**config.mk**
```make
export PLATFORM = sky130hd
export DESIGN_NAME = gpio_port_registers_unit
export DESIGN_NICKNAME = d
export VERILOG_FILES = /design/src/sv/gpr_pkg.sv /design/src/sv/gpr_lock.sv /design/src/sv/gpr_regs.sv /design/src/sv/gpio_port_registers_unit.sv
export SDC_FILE = /design/constraint.sdc
export NUM_CORES = 1
export LEC_CHECK = 0
export BUFFER_PORTS_ARGS = -buffer_cell sky130_fd_sc_hd__clkbuf_2
export CORE_MARGIN = 5
export CORE_UTILIZATION = 37
export CTS_CLUSTER_DIAMETER = 40
export DETAILED_ROUTE_END_ITERATION = 8
export GPL_TIMING_DRIVEN = 0
export PLACE_DENSITY = 0.57
export SLEW_MARGIN = 20
export SYNTH_ARGS = -nofsm -noshare
export SYNTH_HDL_FRONTEND = slang
export SYNTH_SLANG_ARGS = --single-unit
```
**constraint.sdc**
```tcl
create_clock -name clk_i -period 3.4 [get_ports clk_i]
set_input_delay 0.17 -clock clk_i [delete_from_list [all_inputs] [get_ports clk_i]]
set_output_delay 0.17 -clock clk_i [all_outputs]
set_load 0.005 [all_outputs]
```
**src/sv/gpr_pkg.sv**
```systemverilog
package gpr_pkg;

  localparam int unsigned PIN_COUNT = 16;
  localparam logic [15:0] PIN_MASK  = 16'((33'd1 << PIN_COUNT) - 33'd1);

  localparam logic CMD_READ  = 1'b0;
  localparam logic CMD_WRITE = 1'b1;

  localparam logic [3:0] SEL_MODE     = 4'd0;
  localparam logic [3:0] SEL_TYPE     = 4'd1;
  localparam logic [3:0] SEL_SPEED    = 4'd2;
  localparam logic [3:0] SEL_PULL     = 4'd3;
  localparam logic [3:0] SEL_INPUT    = 4'd4;
  localparam logic [3:0] SEL_OUTPUT   = 4'd5;
  localparam logic [3:0] SEL_SETRESET = 4'd6;
  localparam logic [3:0] SEL_LOCK     = 4'd7;
  localparam logic [3:0] SEL_ALTLOW   = 4'd8;
  localparam logic [3:0] SEL_ALTHIGH  = 4'd9;

  localparam int unsigned LOCK_KEY_BIT = 16;

  typedef struct packed {
    logic        cmd;
    logic [3:0]  reg_select;
    logic [31:0] write_data;
    logic [15:0] pin_levels;
  } gpr_req_t;

  typedef struct packed {
    logic [31:0] read_data;
    logic [15:0] out_levels;
    logic        lock_active;
  } gpr_rsp_t;

  // Lock status: flag plus stored pin mask.
  typedef struct packed {
    logic        active;
    logic [15:0] pins;
  } gpr_lock_t;

  // 2 bits per pin.
  function automatic logic [31:0] spread2(logic [15:0] m);
    logic [31:0] r;
    r = '0;
    for (int p = 0; p < 16; p++) begin
      r[2*p +: 2] = {2{m[p]}};
    end
    return r;
  endfunction

  // 4 bits per pin, eight pins.
  function automatic logic [31:0] spread4(logic [7:0] m);
    logic [31:0] r;
    r = '0;
    for (int p = 0; p < 8; p++) begin
      r[4*p +: 4] = {4{m[p]}};
    end
    return r;
  endfunction

endpackage

```
**src/sv/gpr_lock.sv**
```systemverilog
module gpr_lock
  import gpr_pkg::*;
(
  input  logic        clk_i,
  input  logic        rst_ni,
  input  logic        wr_i,
  input  logic [31:0] wdata_i,
  output gpr_lock_t   lock_q_o,
  output gpr_lock_t   lock_d_o
);

  localparam logic [1:0] KEY_IDLE  = 2'd0;
  localparam logic [1:0] KEY_CLEAR = 2'd1;
  localparam logic [1:0] KEY_FINAL = 2'd2;

  logic [1:0]  phase_q, phase_d;
  gpr_lock_t   lock_q, lock_d;
  logic [15:0] mask;
  logic        key;
  logic        same;

  assign mask = wdata_i[15:0] & PIN_MASK;
  assign key  = wdata_i[LOCK_KEY_BIT];
  assign same = (mask == lock_q.pins);

  always_comb begin
    phase_d = phase_q;
    lock_d  = lock_q;
    if (wr_i && !lock_q.active) begin
      unique case (phase_q)
        KEY_CLEAR: begin
          if (!key && same) begin
            phase_d = KEY_FINAL;
          end else begin
            lock_d.pins = mask;
            phase_d     = key ? KEY_CLEAR : KEY_IDLE;
          end
        end
        KEY_FINAL: begin
          if (key && same) begin
            lock_d.active = 1'b1;
            phase_d       = KEY_IDLE;
          end else begin
            lock_d.pins = mask;
            phase_d     = key ? KEY_CLEAR : KEY_IDLE;
          end
        end
        default: begin
          lock_d.pins = mask;
          phase_d     = key ? KEY_CLEAR : KEY_IDLE;
        end
      endcase
    end
  end

  always_ff @(posedge clk_i or negedge rst_ni) begin
    if (!rst_ni) begin
      phase_q <= KEY_IDLE;
      lock_q  <= '0;
    end else begin
      phase_q <= phase_d;
      lock_q  <= lock_d;
    end
  end

  assign lock_q_o = lock_q;
  assign lock_d_o = lock_d;

endmodule

```
**src/sv/gpr_regs.sv**
```systemverilog
module gpr_regs
  import gpr_pkg::*;
(
  input  logic     clk_i,
  input  logic     rst_ni,
  input  logic     go_i,
  input  gpr_req_t req_i,
  output gpr_rsp_t rsp_o
);

  logic [31:0] mode_q, mode_d;
  logic [15:0] type_q, type_d;
  logic [31:0] speed_q, speed_d;
  logic [31:0] pull_q, pull_d;
  logic [31:0] alt_lo_q, alt_lo_d;
  logic [31:0] alt_hi_q, alt_hi_d;
  logic [15:0] latch_q, latch_d;

  gpr_lock_t   lock_q, lock_d;
  logic        wr;
  logic [15:0] ok;
  logic [31:0] m2;
  logic [31:0] m4_lo, m4_hi;
  logic [31:0] wd;
  logic [31:0] rd;

  assign wr = go_i && (req_i.cmd == CMD_WRITE);
  assign wd = req_i.write_data;

  gpr_lock u_lock (
    .clk_i    (clk_i),
    .rst_ni   (rst_ni),
    .wr_i     (wr && (req_i.reg_select == SEL_LOCK)),
    .wdata_i  (wd),
    .lock_q_o (lock_q),
    .lock_d_o (lock_d)
  );

  // Pins whose configuration may still change.
  assign ok    = PIN_MASK & ~(lock_q.active ? lock_q.pins : 16'h0000);
  assign m2    = spread2(ok);
  assign m4_lo = spread4(ok[7:0]);
  assign m4_hi = spread4(ok[15:8]);

  always_comb begin
    mode_d   = mode_q;
    type_d   = type_q;
    speed_d  = speed_q;
    pull_d   = pull_q;
    alt_lo_d = alt_lo_q;
    alt_hi_d = alt_hi_q;
    latch_d  = latch_q;
    if (wr) begin
      unique case (req_i.reg_select)
        SEL_MODE:     mode_d   = (mode_q & ~m2) | (wd & m2);
        SEL_TYPE:     type_d   = (type_q & ~ok) | (wd[15:0] & ok);
        SEL_SPEED:    speed_d  = (speed_q & ~m2) | (wd & m2);
        SEL_PULL:     pull_d   = (pull_q & ~m2) | (wd & m2);
        SEL_OUTPUT:   latch_d  = wd[15:0] & PIN_MASK;
        // set wins over clear
        SEL_SETRESET: latch_d  = ((latch_q & ~(wd[31:16] & PIN_MASK)) | wd[15:0])
                                 & PIN_MASK;
        SEL_ALTLOW:   alt_lo_d = (alt_lo_q & ~m4_lo) | (wd & m4_lo);
        SEL_ALTHIGH:  alt_hi_d = (alt_hi_q & ~m4_hi) | (wd & m4_hi);
        default: ;
      endcase
    end
  end

  always_comb begin
    rd = '0;
    if (req_i.cmd == CMD_READ) begin
      unique case (req_i.reg_select)
        SEL_MODE:    rd = mode_q;
        SEL_TYPE:    rd = {16'h0000, type_q};
        SEL_SPEED:   rd = speed_q;
        SEL_PULL:    rd = pull_q;
        SEL_INPUT:   rd = {16'h0000, req_i.pin_levels & PIN_MASK};
        SEL_OUTPUT:  rd = {16'h0000, latch_q};
        SEL_LOCK:    rd = {15'h0000, lock_q.active, lock_q.pins};
        SEL_ALTLOW:  rd = alt_lo_q;
        SEL_ALTHIGH: rd = alt_hi_q;
        default:     rd = '0;
      endcase
    end
  end

  always_ff @(posedge clk_i or negedge rst_ni) begin
    if (!rst_ni) begin
      mode_q   <= '0;
      type_q   <= '0;
      speed_q  <= '0;
      pull_q   <= '0;
      alt_lo_q <= '0;
      alt_hi_q <= '0;
      latch_q  <= '0;
    end else if (go_i) begin
      mode_q   <= mode_d;
      type_q   <= type_d;
      speed_q  <= speed_d;
      pull_q   <= pull_d;
      alt_lo_q <= alt_lo_d;
      alt_hi_q <= alt_hi_d;
      latch_q  <= latch_d;
    end
  end

  assign rsp_o.read_data   = rd;
  assign rsp_o.out_levels  = latch_d;
  assign rsp_o.lock_active = lock_d.active;

endmodule

```
**src/sv/gpio_port_registers_unit.sv**
```systemverilog
// A transaction accepted at the input is first held in the request register and is
// loaded into the result register when it advances; the receiver takes it from there.
// Throughput: one register access per cycle; the register file updates in a
// single pass between the request register and the result register. The input
// stalls only while both stages are full and the receiver stalls.
// Reset (rst_ni low, async): all port registers, lock flag, lock mask and
// key phase clear to zero; both pipeline stages empty.
module gpio_port_registers_unit
  import gpr_pkg::*;
(
  input  logic     clk_i,
  input  logic     rst_ni,
  input  logic     in_valid_i,
  output logic     in_stall_o,
  input  gpr_req_t in_data_i,
  output logic     out_valid_o,
  input  logic     out_stall_i,
  output gpr_rsp_t out_data_o
);

  // Request stage
  logic     req_valid_q;
  gpr_req_t req_q;

  // Result stage
  logic     rsp_valid_q;
  gpr_rsp_t rsp_q;

  gpr_rsp_t rsp;
  logic     advance;

  // A request moves on (and commits its register update) only when the
  // result register is empty or being drained this cycle.
  assign advance    = req_valid_q && (!rsp_valid_q || !out_stall_i);
  assign in_stall_o = req_valid_q && !advance;

  gpr_regs u_regs (
    .clk_i  (clk_i),
    .rst_ni (rst_ni),
    .go_i   (advance),
    .req_i  (req_q),
    .rsp_o  (rsp)
  );

  always_ff @(posedge clk_i or negedge rst_ni) begin
    if (!rst_ni) begin
      req_valid_q <= 1'b0;
    end else if (!in_stall_o) begin
      req_valid_q <= in_valid_i;
    end
  end

  // payload, no reset
  always_ff @(posedge clk_i) begin
    if (in_valid_i && !in_stall_o) begin
      req_q <= in_data_i;
    end
  end

  always_ff @(posedge clk_i or negedge rst_ni) begin
    if (!rst_ni) begin
      rsp_valid_q <= 1'b0;
    end else if (advance) begin
      rsp_valid_q <= 1'b1;
    end else if (!out_stall_i) begin
      rsp_valid_q <= 1'b0;
    end
  end

  always_ff @(posedge clk_i) begin
    if (advance) begin
      rsp_q <= rsp;
    end
  end

  assign out_valid_o = rsp_valid_q;
  assign out_data_o  = rsp_q;

endmodule
```
==> flow_metrics.py, run 1 <==
metrics = {
    "sta": {
        "relSlewSlack": 0.299,
        "whs_ns": 0.146,
        "min_period_ns": 3.19,
        "finClkSkew_ns": 0.0224,
        "max_clock_freq_ghz": 0.313,
        "hold_viol": 0,
        "period_share": 0.940,
        "finalSetupViolCount": 0,
        "worst_slew_pin_slew_ns": 1.05,
        "rsz0062_at_grt": "no",
        "drv_slew": 0,
    },
    "cts": {
        "clock-sinks": 315,
        "root_buffer": "clkbuf_16",
        "worstSkewPairLatency_ns": 0.55,
        "htree_levels": 2,
        "cts_inserted_buffers": 48,
        "clock_path_buffers": 3,
        "cts_tree": "built",
        "clkTransAtPathRegs_ns": 0.06,
    },
    "global_route": {
        "grt_pass1_wl_um": 58200,
        "antenna_found_initial": 0,
        "grt_util_all_layers": 0.197,
        "grt_max_degree": 59,
        "overflow": 0,
        "grt_pass1_vias": 9303,
    },
    "synth": {
        "synth_simple_gate_area_frac": 0.0471,
        "synth-edff-count": 102,
        "ys_seq_area_frac": 0.644,
        "synth_area_mm2": 0.0130,
        "synth_top_area_share": 0.409,
        "synth_xor_xnor_area_share": 0.0108,
        "postSynthCellCount": 909,
        "syn_avg_cell_area_um2": 14.3,
        "yosys_warnings": 0,
        "synthFlopType": "dfrtp_1",
        "synth.net_count": 968,
        "synth.mux.area_fraction": 0.166,
        "synth_area_leaders": "dfrtp_1 41%, edfxtp_1 24%, mux2_2 15%",
        "yosysTopAreaCell": "dfrtp_1",
        "yosysUniqueCellTypes": 40,
        "async_flop_share": 0.676,
        "synth_fa_ha_area_frac": 0.00192,
        "synth_top_family_by_area": "multiplexers",
        "synth_compound_area_frac": 0.112,
        "ys_ff_latch": 315,
    },
    "power_and_ir_drop": {
        "ir_drop_mv": 0.324,
        "power.total_uw": 11000,
        "power.density_mw_per_mm2": 668,
        "p_leak_uw": 0.00699,
    },
    "cells_and_area": {
        "drive_above_1_share": 0.334,
        "final_util": 0.477,
        "areaGrowthSynthToFinish_pct": 26.6,
        "instances_no_fill": 1623,
        "fin_nets": 1189,
        "n_antenna_cell": 0,
    },
    "route": {
        "ant_nets": 0,
        "dr_wl_met2_um": 17200,
        "wl_met3_um": 2580,
        "drt_wl_total_um": 38600,
        "wl_per_cell_um": 23.8,
        "routed.top_layer": "met4",
        "route.detailed.drc": 0,
        "firstDrtPassIters": 7,
        "vias": 8957,
        "drt-met1-wl_um": 17300,
        "drt_iter0_drc": 950,
        "via_per_inst": 5.52,
    },
    "die": {
        "start_util": 0.376,
        "core.rowCount": 68,
        "io_pins": 108,
        "design.die.area_mm2": 0.0391,
        "core-area_mm2": 0.0346,
        "die_h_um": 198,
        "fp.dieW_um": 198,
    },
    "critical_path": {
        "max_stage_delay_ns": 0.73,
        "cp-end-kind": "flop",
        "required_ns": 3.70,
        "crit_fanout": 10,
        "critPathKind": "flop to flop",
        "crit_arrival_ns": 3.49,
        "crit_chain": "nand2b_1 -> nor3_2 -> buf_6 -> clkbuf_1 -> a221oi_1 -> a31oi_1",
        "critPathBufInv": 2,
        "path_delay_family": "buffers and inverters",
        "slowest_stage": "clkbuf_1",
        "cp-start-kind": "flop",
    },
    "placed_design": {
        "dp_cells": 1478,
        "io_buffers": 107,
        "post-dp-hpwl_um": 26300,
        "place_congestion": 0.866,
    },
    "min_path": {
        "hp-class": "primary input to async pin",
    },
    "job": {
        "cap_viol_max_count": 0,
    },
    "status": {
        "status": "finished, final reports clean",
    },
}
-- worst register-to-register path, cell delays in order, from the launching register on --
cell	delay, ns
edfxtp_1	0.52
nand2b_1	0.30
nor3_2	0.48
buf_6	0.22
clkbuf_1	0.73
a221oi_1	0.25
a31oi_1	0.45
-- kinds of logic (layout without fill, tap and decap cells) --
| group | Yosys count | count (layout) |
|---|---|---|
| buf+inv | 62 | 321 |
| xor+xnor | 16 | 16 |
| mux | 192 | 192 |
| fa+ha+maj | 2 | 2 |
| flops | 315 | 315 |
| compound gates | 184 | 184 |
| simple gates | 138 | 138 |
-- synth_stat cells (5+ instances only) --
master	count
a21oi_1	15
a221oi_1	16
a222oi_1	31
a22o_1	48
a22oi_1	34
a31oi_1	17
buf_2	5
clkbuf_1	49
dfrtp_1	213
edfxtp_1	102
mux2_1	15
mux2_2	177
nand2_1	101
nand2b_1	8
o21ai_0	15
xor2_1	16
-- cells in the final DEF, fill, tap and decap left out, drive strengths merged, types with 2 or more instances in the layout --
master,Yosys,routed
a222oi,31,31
clkinv,0,16
bufinv,0,4
nor4,5,5
and3,4,4
a31oi,17,17
nand3,2,2
a21oi,16,16
edfxtp,102,102
dfrtp,213,213
inv,3,10
a211oi,2,2
xor2,16,16
nor2,4,4
dlygate4sd3,0,57
buf,10,17
clkbuf,49,214
a22o,48,48
mux2,192,192
o21ai,16,16
clkinvlp,0,3
nand2,101,101
nor3,7,7
a221oi,16,16
a22oi,34,34
ha,2,2
nand2b,8,8
and2,2,2
-- final cells by class --
cell class	instances	area, um^2
multi-input cells	532	4410
clock buffers	58	1330
fillers	3106	18100
well taps	455	569
inverters	3	11.3
clock inverters	30	299
plain buffers	59	233
repair buffers	171	1260
flip-flops and latches	315	8390
-- power breakdown --
part / switching (uW) / leakage (uW) / total (uW) / internal [uW]
Sequential: 390 / 0.00376 / 4990 / 4600
Combinational: 503 / 0.00243 / 1130 / 626
Clock: 1790 / 0.000803 / 4910 / 3120
-- metal layers --
layer	global-route usage	up-vias
met4	0.0712	0
met3	0.0360	88
met1	0.283	4567
met5	0	-
li1	-	3963
met2	0.300	339
-- path summary, 6_finish.rpt --
path	start	endpoint	slack, ns	cells after the start
setup / recovery	req_q[51]$_DFFE_PP_	out_data_o[29]$_SDFFCE_PP0N_	0.21	6
hold / removal	rst_ni	async pin	0.15	2
setup reg to reg	req_q[51]$_DFFE_PP_	out_data_o[29]$_SDFFCE_PP0N_	0.21	6
hold reg to reg	flop	flop	0.49	1
max in group asynchronous	rst_ni	async pin	2.30	4
min in group clk_i	in_data_i[22]	req_q[22]$_DFFE_PP_	0.34	2
-- timing repair --
action                                  in CTS  in global routing
resized for setup                            0                  3
buffers inserted                             0                  0
hold buffers                                57                  0
endpoints found under the setup margin       0                  3
hold endpoints to repair                   195                  0
-- metrics by stage --
stage	setup slack [ns]	TNS [ns]	instance area, um^2
2_1_floorplan	0.520	0	13000
3_3_place_gp	-2.25	-572.44	14100
3_5_place_dp	0.159	0	14300
4_1_cts	0.159	0	16500
5_1_grt	0.121	0	16500
6_report	0.205	0	16500
Note: power is estimated with default switching activity, not from simulation.
==> run 2, diff against run 1 <==
Settings changed: BUFFER_PORTS_ARGS -buffer_cell sky130_fd_sc_hd__clkbuf_2 to unset, DONT_BUFFER_PORTS set to 1, PLACE_DENSITY 0.57 to 0.54.
==> run 2 against run 1 <==
  * Global-route usage increased by 0.27 points
  * Sequential share of layout area is 1.6 points higher
  * First-iteration DRC count fell by 15%
  * Sequential power barely moved
  * Utilization shrank 1.5 points
  * The run now ends with hold timing left
  * Worst setup slack got worse by 0.062 ns
  * Maximum frequency decreased by 1.9%
  * Worst hold slack got worse by 0.83 ns
  * Wire length grew 0.80%
  * Final cell count shrank 6.6%
  * Die area is the same
  * Critical endpoint unchanged
  * Sequential cell count stayed put
==> flow_metrics.py, run 2 (synthesis results as in run 1) <==
metrics = {
    "status": {
        "status": "finished with violations",
        "violations": "hold timing",
    },
    "power_and_ir_drop": {
        "power_frac_comb": 0.086,
        "p_int_uw": 8540,
        "ir_drop_mv": 0.380,
        "pwr-share-clk": 0.470,
        "p_leak_uw": 0.00655,
        "switching_power_uw": 2750,
        "power.density_mw_per_mm2": 706,
        "p_sw_frac": 0.243,
        "power.share.sequential": 0.443,
    },
    "global_route": {
        "grt_util_all_layers": 0.199,
        "grt_max_degree": 214,
        "grt_pass1_wl_um": 58300,
        "grt_pass1_vias": 8881,
        "antenna_found_initial": 0,
        "overflow": 0,
    },
    "sta": {
        "whs_ns": -0.685,
        "rsz0062_at_grt": "no",
        "max_clock_freq_ghz": 0.307,
        "worst_slew_pin_slew_ns": 1.07,
        "relSlewSlack": 0.289,
        "drv_slew": 0,
        "tns_ns": 0,
        "finalSetupViolCount": 0,
        "period_share": 0.958,
        "hold_viol": 213,
        "min_period_ns": 3.26,
        "finClkSkew_ns": 0.0224,
    },
    "route": {
        "wl_per_cell_um": 25.6,
        "drt_wl_total_um": 38900,
        "vias": 8570,
        "drt_iter0_drc": 811,
        "ant_nets": 0,
        "route.detailed.drc": 0,
        "via_per_inst": 5.65,
        "firstDrtPassIters": 7,
    },
    "cells_and_area": {
        "final.fill_count": 3120,
        "mostFrequentLayoutCell": "dfrtp_1",
        "drive_above_1_share": 0.268,
        "n_antenna_cell": 0,
        "areaGrowthSynthToFinish_pct": 22.8,
        "layout_common_cells": "213 x dfrtp_1, 177 x mux2_2, 102 x edfxtp_1, 101 x nand2_1, 56 x dlygate4sd3_1",
        "fin_nets": 1079,
    },
    "placed_design": {
        "post-dp-hpwl_um": 26100,
        "io_buffers": 0,
        "place_congestion": 0.859,
    },
    "critical_path": {
        "cp-end-kind": "flop",
        "cp-start-kind": "flop",
        "crit_arrival_ns": 3.57,
        "crit_fanout": 10,
        "slowest_stage": "clkbuf_1",
        "critPathKind": "flop to flop",
        "required_ns": 3.72,
        "r2r_cells": 6,
        "max_stage_delay_ns": 0.71,
        "crit_chain": "nand2b_1 -> nor3_2 -> buf_6 -> clkbuf_1 -> a221oi_1 -> a31oi_1",
    },
    "cts": {
        "htree_levels": 2,
        "cts_tree": "built",
        "clkTransAtPathRegs_ns": 0.05,
        "cts_inserted_buffers": 49,
        "worstSkewPairLatency_ns": 0.57,
        "cts_setup_buffers": 0,
        "clock-sinks": 315,
        "cts-hold-fix-buffers": 56,
        "clock_path_buffers": 3,
        "root_buffer": "clkbuf_16",
    },
    "die": {
        "die_h_um": 198,
        "core.rowCount": 68,
        "start_util": 0.376,
        "fp.dieW_um": 198,
        "core-area_mm2": 0.0346,
        "io_pins": 108,
        "design.die.area_mm2": 0.0391,
    },
    "min_path": {
        "hp-class": "primary input to async pin",
    },
    "job": {
        "cap_viol_max_count": 0,
    },
}
==> run 2: power groups by stage <==
stage	logic (uW)	registers [uW]	clock network, uW
after floorplan	714	4930	0
after detailed placement	931	5070	0
after CTS	991	5000	5420
final	976	5010	5310
after global routing	1070	5080	5580
after global placement	889	5050	0
==> run 2: repair_timing <==
action                                  CTS  global route
gates resized for setup                   0             3
hold endpoints to repair                268           213
endpoints found under the setup margin    0             2
==> run 2: worst paths after layout <==
| check | start | to | slack, ns |
|---|---|---|---|
| worst max-delay path | req_q[51]$_DFFE_PP_ | out_data_o[29]$_SDFFCE_PP0N_ | 0.14 |
| worst min register to register | flop | flop | 0.50 |
| min in group clk_i | in_valid_i | req_q[16]$_DFFE_PP_ | 0.05 |
| max in group asynchronous | rst_ni | async pin | 3.58 |
| worst min-delay path | rst_ni | async pin | -0.68 |
| worst max register to register | req_q[51]$_DFFE_PP_ | out_data_o[29]$_SDFFCE_PP0N_ | 0.14 |
==> run 2: routing by layer <==
layer  up-vias  routed length (um)  GRT usage
li1       3741                   -          -
met1      4439               17600      0.290
met2       309               17300      0.295
met3        81                2620     0.0404
met4         0                1310     0.0775
met5         -                   0          0
==> run 2: cell type report <==
cell class | instances | area (um^2) | area share
Buffer | 59 | 233 | 0.0145
Clock buffer | 60 | 1370 | 0.0858
Clock inverter | 32 | 387 | 0.0242
Inverter | 3 | 11.3 | 0.000704
Multi-Input combinational cell | 532 | 4410 | 0.276
Sequential cell | 315 | 8390 | 0.525
Tap cell | 455 | 569 | 0.0356
Timing Repair Buffer | 60 | 623 | 0.0389
==> run 2: metrics by stage <==
step / instances / utilization / total power [uW] / worst slack, ns / instance area (um^2)
finish: 1516 / 0.462 / 11300 / 0.143 / 16000
global route: 1516 / 0.462 / 11700 / 0.127 / 16000
CTS: 1516 / 0.462 / 11400 / 0.0765 / 16000
detailed placement: 1368 / 0.395 / 6000 / 0.0899 / 13700
global placement: 1364 / 0.393 / 5940 / -1.07 / 13600
floorplan: 909 / - / 5650 / 0.520 / 13000
==> run 2: critical path, delay by kind of cell, from the launching register on <==
kind / cells / cell delay [ns]
flops: 1 / 0.51
buf+inv: 2 / 0.94
simple gates: 2 / 0.84
compound gates: 2 / 0.70
